==> src/rtl/msfd_pkg.sv <==
// Package for the magic sync frame deframer: phase codes, constants and result type.
package msfd_pkg;

   localparam int unsigned STORE_BYTES  = 2048;
   localparam int unsigned HEADER_BYTES = 12;

   localparam logic [31:0] MAGIC_WORD      = 32'hDEAD_BEEF;
   localparam logic [15:0] MAX_LEN_LIMIT   = 16'(STORE_BYTES - HEADER_BYTES);
   localparam logic [15:0] MAX_PAYLOAD_RST = 16'd2036;

   // header byte positions after the magic word
   localparam logic [3:0] HDR_LEN_LO  = 4'd4;
   localparam logic [3:0] HDR_LEN_HI  = 4'd5;
   localparam logic [3:0] HDR_TYPE_LO = 4'd6;
   localparam logic [3:0] HDR_TYPE_HI = 4'd7;
   localparam logic [3:0] HDR_CRC_B0  = 4'd8;
   localparam logic [3:0] HDR_CRC_B1  = 4'd9;
   localparam logic [3:0] HDR_CRC_B2  = 4'd10;
   localparam logic [3:0] HDR_LAST    = 4'd11;

   typedef enum logic [1:0] {
      PH_HUNT    = 2'd0,
      PH_HEADER  = 2'd1,
      PH_PAYLOAD = 2'd2
   } phase_type;

   typedef struct packed {
      logic [7:0]  payload_byte;
      logic [15:0] frame_type;
      logic [31:0] frame_crc;
      logic        last_of_frame;
      logic        empty_frame;
   } result_type;

endpackage

==> src/rtl/magic_sync_frame_deframer_unit.sv <==
// Magic sync frame deframer: magic word hunt, header capture and payload tagging.
//
//  channel | ports                                        | direction
//  --------+----------------------------------------------+----------
//  req     | req_valid, req_stall, req_rx_byte            | in
//  rsp     | rsp_valid, rsp_stall, rsp_payload_byte, ...  | out
//  csr     | csr_write_enable, csr_write_data             | in
//
// One byte per cycle while req_stall is low; a taken byte's result, if it has one,
// follows it through the input register into the result register or skid register.
// Synchronous active-high reset returns to hunting with max_payload at 2036.
// A skid register behind the result register absorbs one result under rsp_stall;
// req_stall rises only while the skid register is occupied.
module magic_sync_frame_deframer_unit
   import msfd_pkg::*;
(
   input  logic        clock,
   input  logic        reset,
   input  logic        req_valid,
   output logic        req_stall,
   input  logic [7:0]  req_rx_byte,
   output logic        rsp_valid,
   input  logic        rsp_stall,
   output logic [7:0]  rsp_payload_byte,
   output logic [15:0] rsp_frame_type,
   output logic [31:0] rsp_frame_crc,
   output logic        rsp_last_of_frame,
   output logic        rsp_empty_frame,
   input  logic        csr_write_enable,
   input  logic [15:0] csr_write_data
);

   logic [15:0] max_payload_ff;

   logic        in_valid_ff;
   logic [7:0]  in_byte_ff;

   phase_type   phase_ff, phase_in;
   logic [31:0] recent_ff, recent_in;
   logic [3:0]  hdr_idx_ff, hdr_idx_in;
   logic [15:0] length_ff, length_in;
   logic [15:0] left_ff, left_in;
   logic [15:0] type_ff, type_in;
   logic [31:0] crc_ff, crc_in;

   logic        res_valid;
   result_type  res;

   logic        out_valid_ff, skid_valid_ff;
   result_type  out_ff, skid_ff;

   logic        proc;
   logic        out_take;
   logic        too_long;

   assign req_stall = skid_valid_ff;
   assign proc      = in_valid_ff && !skid_valid_ff;
   assign out_take  = out_valid_ff && !rsp_stall;
   assign too_long  = (length_ff > MAX_LEN_LIMIT) || (length_ff > max_payload_ff);

   // next state
   always_comb begin
      phase_in   = phase_ff;
      recent_in  = recent_ff;
      hdr_idx_in = hdr_idx_ff;
      length_in  = length_ff;
      left_in    = left_ff;
      type_in    = type_ff;
      crc_in     = crc_ff;
      unique case (phase_ff)
         PH_HEADER: begin
            case (hdr_idx_ff)
               HDR_LEN_LO:  length_in[7:0]  = in_byte_ff;
               HDR_LEN_HI:  length_in[15:8] = in_byte_ff;
               HDR_TYPE_LO: type_in[7:0]    = in_byte_ff;
               HDR_TYPE_HI: type_in[15:8]   = in_byte_ff;
               HDR_CRC_B0:  crc_in[7:0]     = in_byte_ff;
               HDR_CRC_B1:  crc_in[15:8]    = in_byte_ff;
               HDR_CRC_B2:  crc_in[23:16]   = in_byte_ff;
               default:     crc_in[31:24]   = in_byte_ff;
            endcase
            if (hdr_idx_ff != HDR_LAST) begin
               hdr_idx_in = hdr_idx_ff + 4'd1;
            end else begin
               hdr_idx_in = '0;
               if (too_long || (length_ff == '0)) begin
                  phase_in = PH_HUNT;
               end else begin
                  left_in  = length_ff;
                  phase_in = PH_PAYLOAD;
               end
            end
         end
         PH_PAYLOAD: begin
            if (left_ff <= 16'd1) begin
               left_in  = '0;
               phase_in = PH_HUNT;
            end else begin
               left_in = left_ff - 16'd1;
            end
         end
         default: begin
            recent_in = {in_byte_ff, recent_ff[31:8]};
            if (recent_in == MAGIC_WORD) begin
               recent_in  = '0;
               hdr_idx_in = HDR_LEN_LO;
               length_in  = '0;
               type_in    = '0;
               crc_in     = '0;
               phase_in   = PH_HEADER;
            end else begin
               phase_in = PH_HUNT;
            end
         end
      endcase
   end

   // result of the byte in the input register
   always_comb begin
      res_valid         = 1'b0;
      res.payload_byte  = in_byte_ff;
      res.frame_type    = type_ff;
      res.frame_crc     = crc_in;
      res.last_of_frame = 1'b0;
      res.empty_frame   = 1'b0;
      unique case (phase_ff)
         PH_HEADER: begin
            if ((hdr_idx_ff == HDR_LAST) && !too_long && (length_ff == '0)) begin
               res_valid         = 1'b1;
               res.payload_byte  = '0;
               res.last_of_frame = 1'b1;
               res.empty_frame   = 1'b1;
            end
         end
         PH_PAYLOAD: begin
            res_valid         = 1'b1;
            res.last_of_frame = (left_ff <= 16'd1);
         end
         default: begin
            res_valid = 1'b0;
         end
      endcase
   end

   always_ff @(posedge clock) begin
      if (reset) begin
         max_payload_ff <= MAX_PAYLOAD_RST;
      end else if (csr_write_enable) begin
         max_payload_ff <= csr_write_data;
      end
   end

   always_ff @(posedge clock) begin
      if (!skid_valid_ff) begin
         in_byte_ff <= req_rx_byte;
      end
      if (reset) begin
         in_valid_ff <= 1'b0;
      end else if (!skid_valid_ff) begin
         in_valid_ff <= req_valid;
      end
   end

   always_ff @(posedge clock) begin
      if (reset) begin
         phase_ff   <= PH_HUNT;
         recent_ff  <= '0;
         hdr_idx_ff <= '0;
         length_ff  <= '0;
         left_ff    <= '0;
         type_ff    <= '0;
         crc_ff     <= '0;
      end else if (proc) begin
         phase_ff   <= phase_in;
         recent_ff  <= recent_in;
         hdr_idx_ff <= hdr_idx_in;
         length_ff  <= length_in;
         left_ff    <= left_in;
         type_ff    <= type_in;
         crc_ff     <= crc_in;
      end
   end

   always_ff @(posedge clock) begin
      if (reset) begin
         out_valid_ff  <= 1'b0;
         skid_valid_ff <= 1'b0;
      end else if (skid_valid_ff) begin
         if (out_take) begin
            out_ff        <= skid_ff;
            skid_valid_ff <= 1'b0;
         end
      end else if (proc && res_valid) begin
         if (!out_valid_ff || out_take) begin
            out_ff       <= res;
            out_valid_ff <= 1'b1;
         end else begin
            skid_ff       <= res;
            skid_valid_ff <= 1'b1;
         end
      end else if (out_take) begin
         out_valid_ff <= 1'b0;
      end
   end

   assign rsp_valid         = out_valid_ff;
   assign rsp_payload_byte  = out_ff.payload_byte;
   assign rsp_frame_type    = out_ff.frame_type;
   assign rsp_frame_crc     = out_ff.frame_crc;
   assign rsp_last_of_frame = out_ff.last_of_frame;
   assign rsp_empty_frame   = out_ff.empty_frame;

   a_skid_behind_out: assert property (@(posedge clock) disable iff (reset)
      skid_valid_ff |-> out_valid_ff)
      else $error("skid register holds a transaction while result register is empty");

   a_payload_count: assert property (@(posedge clock) disable iff (reset)
      (phase_ff == PH_PAYLOAD) |-> (left_ff != '0))
      else $error("payload phase with no bytes left");

   a_header_index: assert property (@(posedge clock) disable iff (reset)
      (phase_ff == PH_HEADER) |-> ((hdr_idx_ff >= HDR_LEN_LO) && (hdr_idx_ff <= HDR_LAST)))
      else $error("header index out of range");

   a_empty_is_last: assert property (@(posedge clock) disable iff (reset)
      (out_valid_ff && out_ff.empty_frame) |->
         (out_ff.last_of_frame && (out_ff.payload_byte == '0)))
      else $error("empty frame result not marked last or carries data");

endmodule
==> config.mk <==
export PLATFORM = sky130hd
export DESIGN_NAME = magic_sync_frame_deframer_unit
export DESIGN_NICKNAME = d
export VERILOG_FILES = /design/src/rtl/msfd_pkg.sv /design/src/rtl/magic_sync_frame_deframer_unit.sv
export SDC_FILE = /design/constraint.sdc
export NUM_CORES = 1
export LEC_CHECK = 0
export BUFFER_PORTS_ARGS = -buffer_cell sky130_fd_sc_hd__buf_4
export CORE_ASPECT_RATIO = 1.2
export CORE_MARGIN = 4
export CORE_UTILIZATION = 60
export DETAILED_ROUTE_END_ITERATION = 8
export GPL_TIMING_DRIVEN = 0
export PLACE_DENSITY = 0.8
export SLEW_MARGIN = 25
export SYNTH_ARGS = -nofsm -noshare
export SYNTH_HDL_FRONTEND = slang
export SYNTH_SLANG_ARGS = --single-unit
==> constraint.sdc <==
create_clock -name clock -period 8.9 [get_ports clock]
set_clock_uncertainty 0.1 [all_clocks]
set_input_delay 1.335 -clock clock [delete_from_list [all_inputs] [get_ports clock]]
set_output_delay 1.335 -clock clock [all_outputs]
set_load 0.005 [all_outputs]
# [Yosys cells after proc, flatten, opt, wreduce, memory -nomap -nowiden]
# Cells that the tools add are included.
[totals] output_inout_bits=60 elab_cells=130 input_bits=29 ff_bits=261
[op_classes] n_lt_le_gt_ge=3 bitwise_logic=5 eq_ne=21 n_mux=44 n_addsub=2 reduce_logical=31
[ops] operator="$mux W58" count=4
[ops] operator="$pmux W16 S2" count=3
[ops] operator="$mux W8" count=10
[ops] operator="$mux W16" count=4
[ops] operator="$mux W32" count=2
[ops] operator="$pmux W32 S2" count=1
[ops] operator="$eq A32 B32 Y1 const B" count=1
[ops] operator="$reduce_and A4 Y1" count=7
[ops] operator="$eq A4 B3 Y1 const B" count=4
[ops] operator="$eq A4 B4 Y1 const B" count=4
[ops] operator="$gt A16 B11 Y1 const B" count=1
[ops] operator="$gt A16 B16 Y1" count=1
[ops] operator="$le A16 B1 Y1 const B" count=1
[ops] operator="$logic_not A16 Y1" count=1
[ops] operator="$sub A16 B1 Y16 const B" count=1
[ops] operator="$ne A2 B1 Y1 const B" count=6
[ops] operator="$mux W1" count=10
[ops] operator="$reduce_bool A2 Y1" count=5
[ops] operator="$reduce_and A3 Y1" count=3
[ops] operator="$mux W2" count=4
[ops] operator="$mux W4" count=2
[ops] operator="$pmux W4 S2" count=1
[ops] operator="$reduce_or A7 Y1" count=1
[ops] operator="$ne A2 B2 Y1 const B" count=3
[ops] operator="12 further kinds" count=26

# [Depth between registers and ports, before layout]
[depth] depth_word=10 mapped_depth=11 depth_no_buf=9

# [Worst setup path after synthesis]
# OpenSTA, ideal clock, no wires.
[synth_path] path_type="register -> register" startpoint="register max_payload_ff[13]" endpoint="register out_ff, in the netlist rsp_empty_frame, enable pin" arrival_ns=6.561 setup_ns=0.568 period_less_slack_ns=7.229 setup_slack_ns=1.671 required_time_ns=8.232 path_stages_with_launch=10 n_path_buf=0 cell_sequence="dfxtp_1 > inv_1 > ha_1 > a21o_1 > a21o_1 > a2111oi_4 > a31oi_1 > nor4_4 > o21ai_0 > a221oi_1"
[synth_between] elab_chain_cells=10
[synth_lines] item="from (decl)" line="magic_sync_frame_deframer_unit.sv:33" rtl="logic [15:0] max_payload_ff;"
[synth_lines] item="from (signal assigned)" line="magic_sync_frame_deframer_unit.sv:149" rtl="max_payload_ff <= csr_write_data;"
[synth_lines] item="$gt A16 B16 Y1" line="magic_sync_frame_deframer_unit.sv:59" rtl="assign too_long = (length_ff > MAX_LEN_LIMIT) || (length_ff > max_payload_ff);"
[synth_lines] item="$logic_or A1 B1 Y1" line="magic_sync_frame_deframer_unit.sv:59"
[synth_lines] item="$logic_not A1 Y1" line="magic_sync_frame_deframer_unit.sv:128" rtl="if ((hdr_idx_ff == HDR_LAST) && !too_long && (length_ff == '0)) begin"
[synth_lines] item="$logic_and A1 B1 Y1 (2 in series)" line="magic_sync_frame_deframer_unit.sv:128"
[synth_lines] item="$mux W1" line="magic_sync_frame_deframer_unit.sv:128"
[synth_lines] item="$pmux W1 S2" line="magic_sync_frame_deframer_unit.sv:126" rtl="unique case (phase_ff)"
[synth_lines] item="$logic_and A1 B1 Y1" line="magic_sync_frame_deframer_unit.sv:193" rtl="end else if (proc && res_valid) begin"
[synth_lines] item="$reduce_bool A2 Y1 (no line)"
[synth_lines] item="$reduce_and A4 Y1 (no line)"
[synth_lines] item="to (signal assigned)" line="magic_sync_frame_deframer_unit.sv:190" rtl="out_ff <= skid_ff;"
[synth_lines] item="to (signal assigned)" line="magic_sync_frame_deframer_unit.sv:195" rtl="out_ff <= res;"
[synth_lines] item="to (decl)" line="magic_sync_frame_deframer_unit.sv:50" rtl="result_type out_ff, skid_ff;"
# Every way passes these cells.
# A chain may end at the register's enable or synchronous reset.

# [Final worst setup path]
[layout_path] startpoint="register length_ff[15]" endpoint="register out_ff, in the netlist rsp_frame_crc[22], enable pin"
[layout_between] elab_chain_cells=10 word_cells_on_any_way=12 classes_between="2 x order compare; 2 x mux; 8 x reduce/logical"
[layout_lines] item="from (decl)" line="magic_sync_frame_deframer_unit.sv:41" rtl="logic [15:0] length_ff, length_in;"
[layout_lines] item="from (signal assigned)" line="magic_sync_frame_deframer_unit.sv:177" rtl="length_ff <= length_in;"
[layout_lines] item="$gt A16 B11 Y1 or $gt A16 B16 Y1 (tied branches)" line="magic_sync_frame_deframer_unit.sv:59"
[layout_lines] item="$logic_or A1 B1 Y1" line="magic_sync_frame_deframer_unit.sv:59"
[layout_lines] item="$logic_not A1 Y1" line="magic_sync_frame_deframer_unit.sv:128"
[layout_lines] item="$logic_and A1 B1 Y1" line="magic_sync_frame_deframer_unit.sv:128"
[layout_lines] item="$logic_and A1 B1 Y1 *" line="magic_sync_frame_deframer_unit.sv:128"
[layout_lines] item="$mux W1 *" line="magic_sync_frame_deframer_unit.sv:128"
[layout_lines] item="$pmux W1 S2 *" line="magic_sync_frame_deframer_unit.sv:126"
[layout_lines] item="$logic_and A1 B1 Y1 *" line="magic_sync_frame_deframer_unit.sv:193"
[layout_lines] item="$reduce_bool A2 Y1 (no line) *"
[layout_lines] item="$reduce_and A4 Y1 (no line) *"
# Mark *: on every way between the ends. The rest lies on a longest branch, timed or not.

==> summary.txt <==
outcome: finished clean
pin count of the biggest net entering global routing: 18
leakage: 4.66 nW
drt drc: 0
Post-DP HPWL: 19.5 mm
Reg clk slew, reported paths: 0.07 ns
Post-CTS Resized: 0
Max-slew headroom: 0.308
type of origin of the critical path: flop
CP Capture Type: flop
Inst Count DP: 1412
H-tree Lvls: 1
R2R Setup Slk: 4.72 ns
Worst EP required: 9.01 ns
hold path start: crc_ff[1]
minimum clock period: 4.18 ns
vias per inst: 6.12
fin util: 0.716
slew of the pin with the lowest slew margin: 1.03 ns
fin cells: 1456
Worst Path Max Fanout: 15
TNS Setup: 0 ns
slowest cell on the critical path: nor4_4
ys async rst share: 0
count leader, synth: nor2_1
total setup buffers inserted after CTS: 0
Reg area: 6310 µm²
Worst setup endpoint: rsp_frame_crc[22]
drt first-iter violations: 777
Cell Area, Synth: 11200 µm²
Worst path top cell family by delay: simple AND/OR/NAND/NOR gates
Design Power: 2.30 mW
worst flop-to-flop path startpoint: length_ff[15]
final-report setup violation count: 0
crit path kind: flop to flop
Synth Area in Compound Gates: 0.126
largest family of logic cells by synthesized area: simple AND/OR/NAND/NOR gates
most common library cells after synthesis: nor2_1, dfxtp_1, edfxtp_1
root buffer cell: clkbuf_16
latest clock arrival within the worst-skew pair: 0.51 ns
critical path, cell by cell: ha_1 -> nand4_1 -> nor4_1 -> and4_1 -> a31oi_1 -> nor4_4 -> o21ai_0 -> a221oi_4 -> buf_6 -> buf_6
IO Count: 89
hold_buf cts: 0
Die Width: 133 µm
vias after detailed routing: 8908
worst min path class: flop to flop
Synth Area in XOR/XNOR: 0.00391
Synth Net Count: 1144
top cells by area, synth: edfxtp_1, dfxtp_1, mux2_2
drt pass-1 iters: 6
TritonCTS clock tree: yes
Tcrit/Tclk final: 0.469
core box area: 18200 µm²
Bufs and invs on worst path: 2
Layout fillers: 1342
I/O Buffers: 86
antenna-violating nets left: 0
area share of and/or/nand/nor cells after synthesis: 0.164
Reg2Reg Depth: 10
WL final: 28.0 mm
sequential cell area fraction in the yosys report: 0.563
Highest Clock Rate: 239 MHz
vias in the first global route: 8619
Gate Count Post-Synth: 1091
Max-Cap Viols: 0
# rows: 54
CTS Sinks: 253
YS warnings: 0
most frequent CP cell: buf_6
Post-synth EDFFs: 124
Slew Limit Fails: 0
Initial Util: 0.614
fin worst setup slack: 4.72 ns
cts bufs inserted: 24
total gr overflow: 0
Adder-Cell Fraction of Synth Area: 0.0268
cell count along the critical path: 10
CP startpoint: length_ff[15]
Syn Area/Cell: 10.3 µm²
Critical Path Max Stage Delay: 0.68 ns
pwr/cell area: 177 nW/µm²
Multi-input gate area: 4540 µm²
Max clock buf depth: 3
Seq cells post-synth: 253
WP data arrival: 4.29 ns
routed len/inst: 19.2 µm
initial antenna violation count: 0
Top FF cell, synth: dfxtp_1
gpl congestion: 0.943
R2R Path End: rsp_frame_crc[22]
multiplexer area fraction after synthesis: 0.0811
Synth-to-Final Area Change: 16.6%
Place WS: 4.70 ns
All-Layer GR Usage: 0.263
count of cell types in the netlist: 52
first-pass GRT wire length: 44.5 mm
leading area contributor after synthesis: edfxtp_1
layout cell share with drive strength beyond 1: 0.159
Final #Nets: 1267
Die Ht: 158 µm
RSZ-0062 raised after global routing: false
ANT cells: 0
peak supply drop: 0.000135 V
post-synth top area share: 0.333
Die Area: 20900 µm²
Hold Fails Final Rpt: 0
-- routing by layer --
metal  track usage  share of wire  vias up
met3        0.0292          0.067      100
met1         0.327           0.39     4236
met4         0.131          0.051        0
met2         0.462           0.49      399
met5             0              0        -
li1              -              -     4173
-- registers in the layout (all words and copies together) (netlist names), 8 cells and up --
name,count
rsp_frame_crc,32
crc_ff,32
rsp_payload_byte,8
in_byte_ff,8
left_ff,16
rsp_frame_type,16
max_payload_ff,16
length_ff,16
recent_ff,24
type_ff,16
skid_ff,58
-- placed cells by master, fill, tap and decap left out, types with 9 or more instances in the layout --
cell type / n
o211ai_1: 10
edfxtp_1: 124
dfxtp_1: 129
clkbuf_1: 60
o21ai_0: 42
nand2_1: 116
buf_4: 90
nand2b_1: 14
and2_1: 11
mux2i_1: 39
a22oi_1: 16
a21o_1: 9
a21oi_1: 95
mux2_2: 46
o31ai_1: 11
nor3_1: 23
nor2b_1: 16
ha_1: 24
nand4_1: 10
o22ai_1: 13
nor2_1: 130
clkbuf_16: 25
nand3_1: 27
nor4_1: 10
inv_1: 33
-- final cells by class --
class	instances	area share
Sequential cell	253	0.483
Clock inverter	13	0.00920
Clock buffer	31	0.0504
Tap cell	224	0.0215
Multi-Input combinational cell	736	0.348
Buffer	67	0.0201
Inverter	35	0.0101
Timing Repair Buffer	97	0.0578
-- through the flow --
stage	hold slack [ns]	cell area, µm²
after global routing	0.367	13100
after floorplan	0.326	11200
after CTS	0.355	13100
final	0.354	13100
after detailed placement	0.341	12300
after global placement	0.338	12100
-- kinds of logic (layout without fill, tap and decap cells) --
family,after synthesis,count (layout)
buffers and inverters,102,243
xor gates and xnor gates,5,5
muxes,85,85
adders and majority gates,24,24
and+or+nand+nor,392,392
AOI/OAI and AO/OA,230,230
DFF,253,253
-- worst min-delay path: cells and delay by family, from the launching register on --
kind	cells	cell delay [ns]
flops	1	0.31
simple gates	1	0.05
compound gates	1	0.05
-- worst min path at each step --
stage                     slack (ns)             to  depth (start not counted)
final                           0.35      crc_ff[1]                          2
after global routing            0.37  recent_ff[12]                          2
after CTS                       0.36     crc_ff[21]                          2
after detailed placement        0.34    skid_ff[34]                          0
after global placement          0.34  recent_ff[12]                          2
after floorplan                 0.33    skid_ff[34]                          0
-- power breakdown --
group	internal, mW	switching [mW]
clock	0.581	0.430
sequential	1.22	0.0123
combinational	0.0221	0.0376
Power figures use the tool's default switching activity.
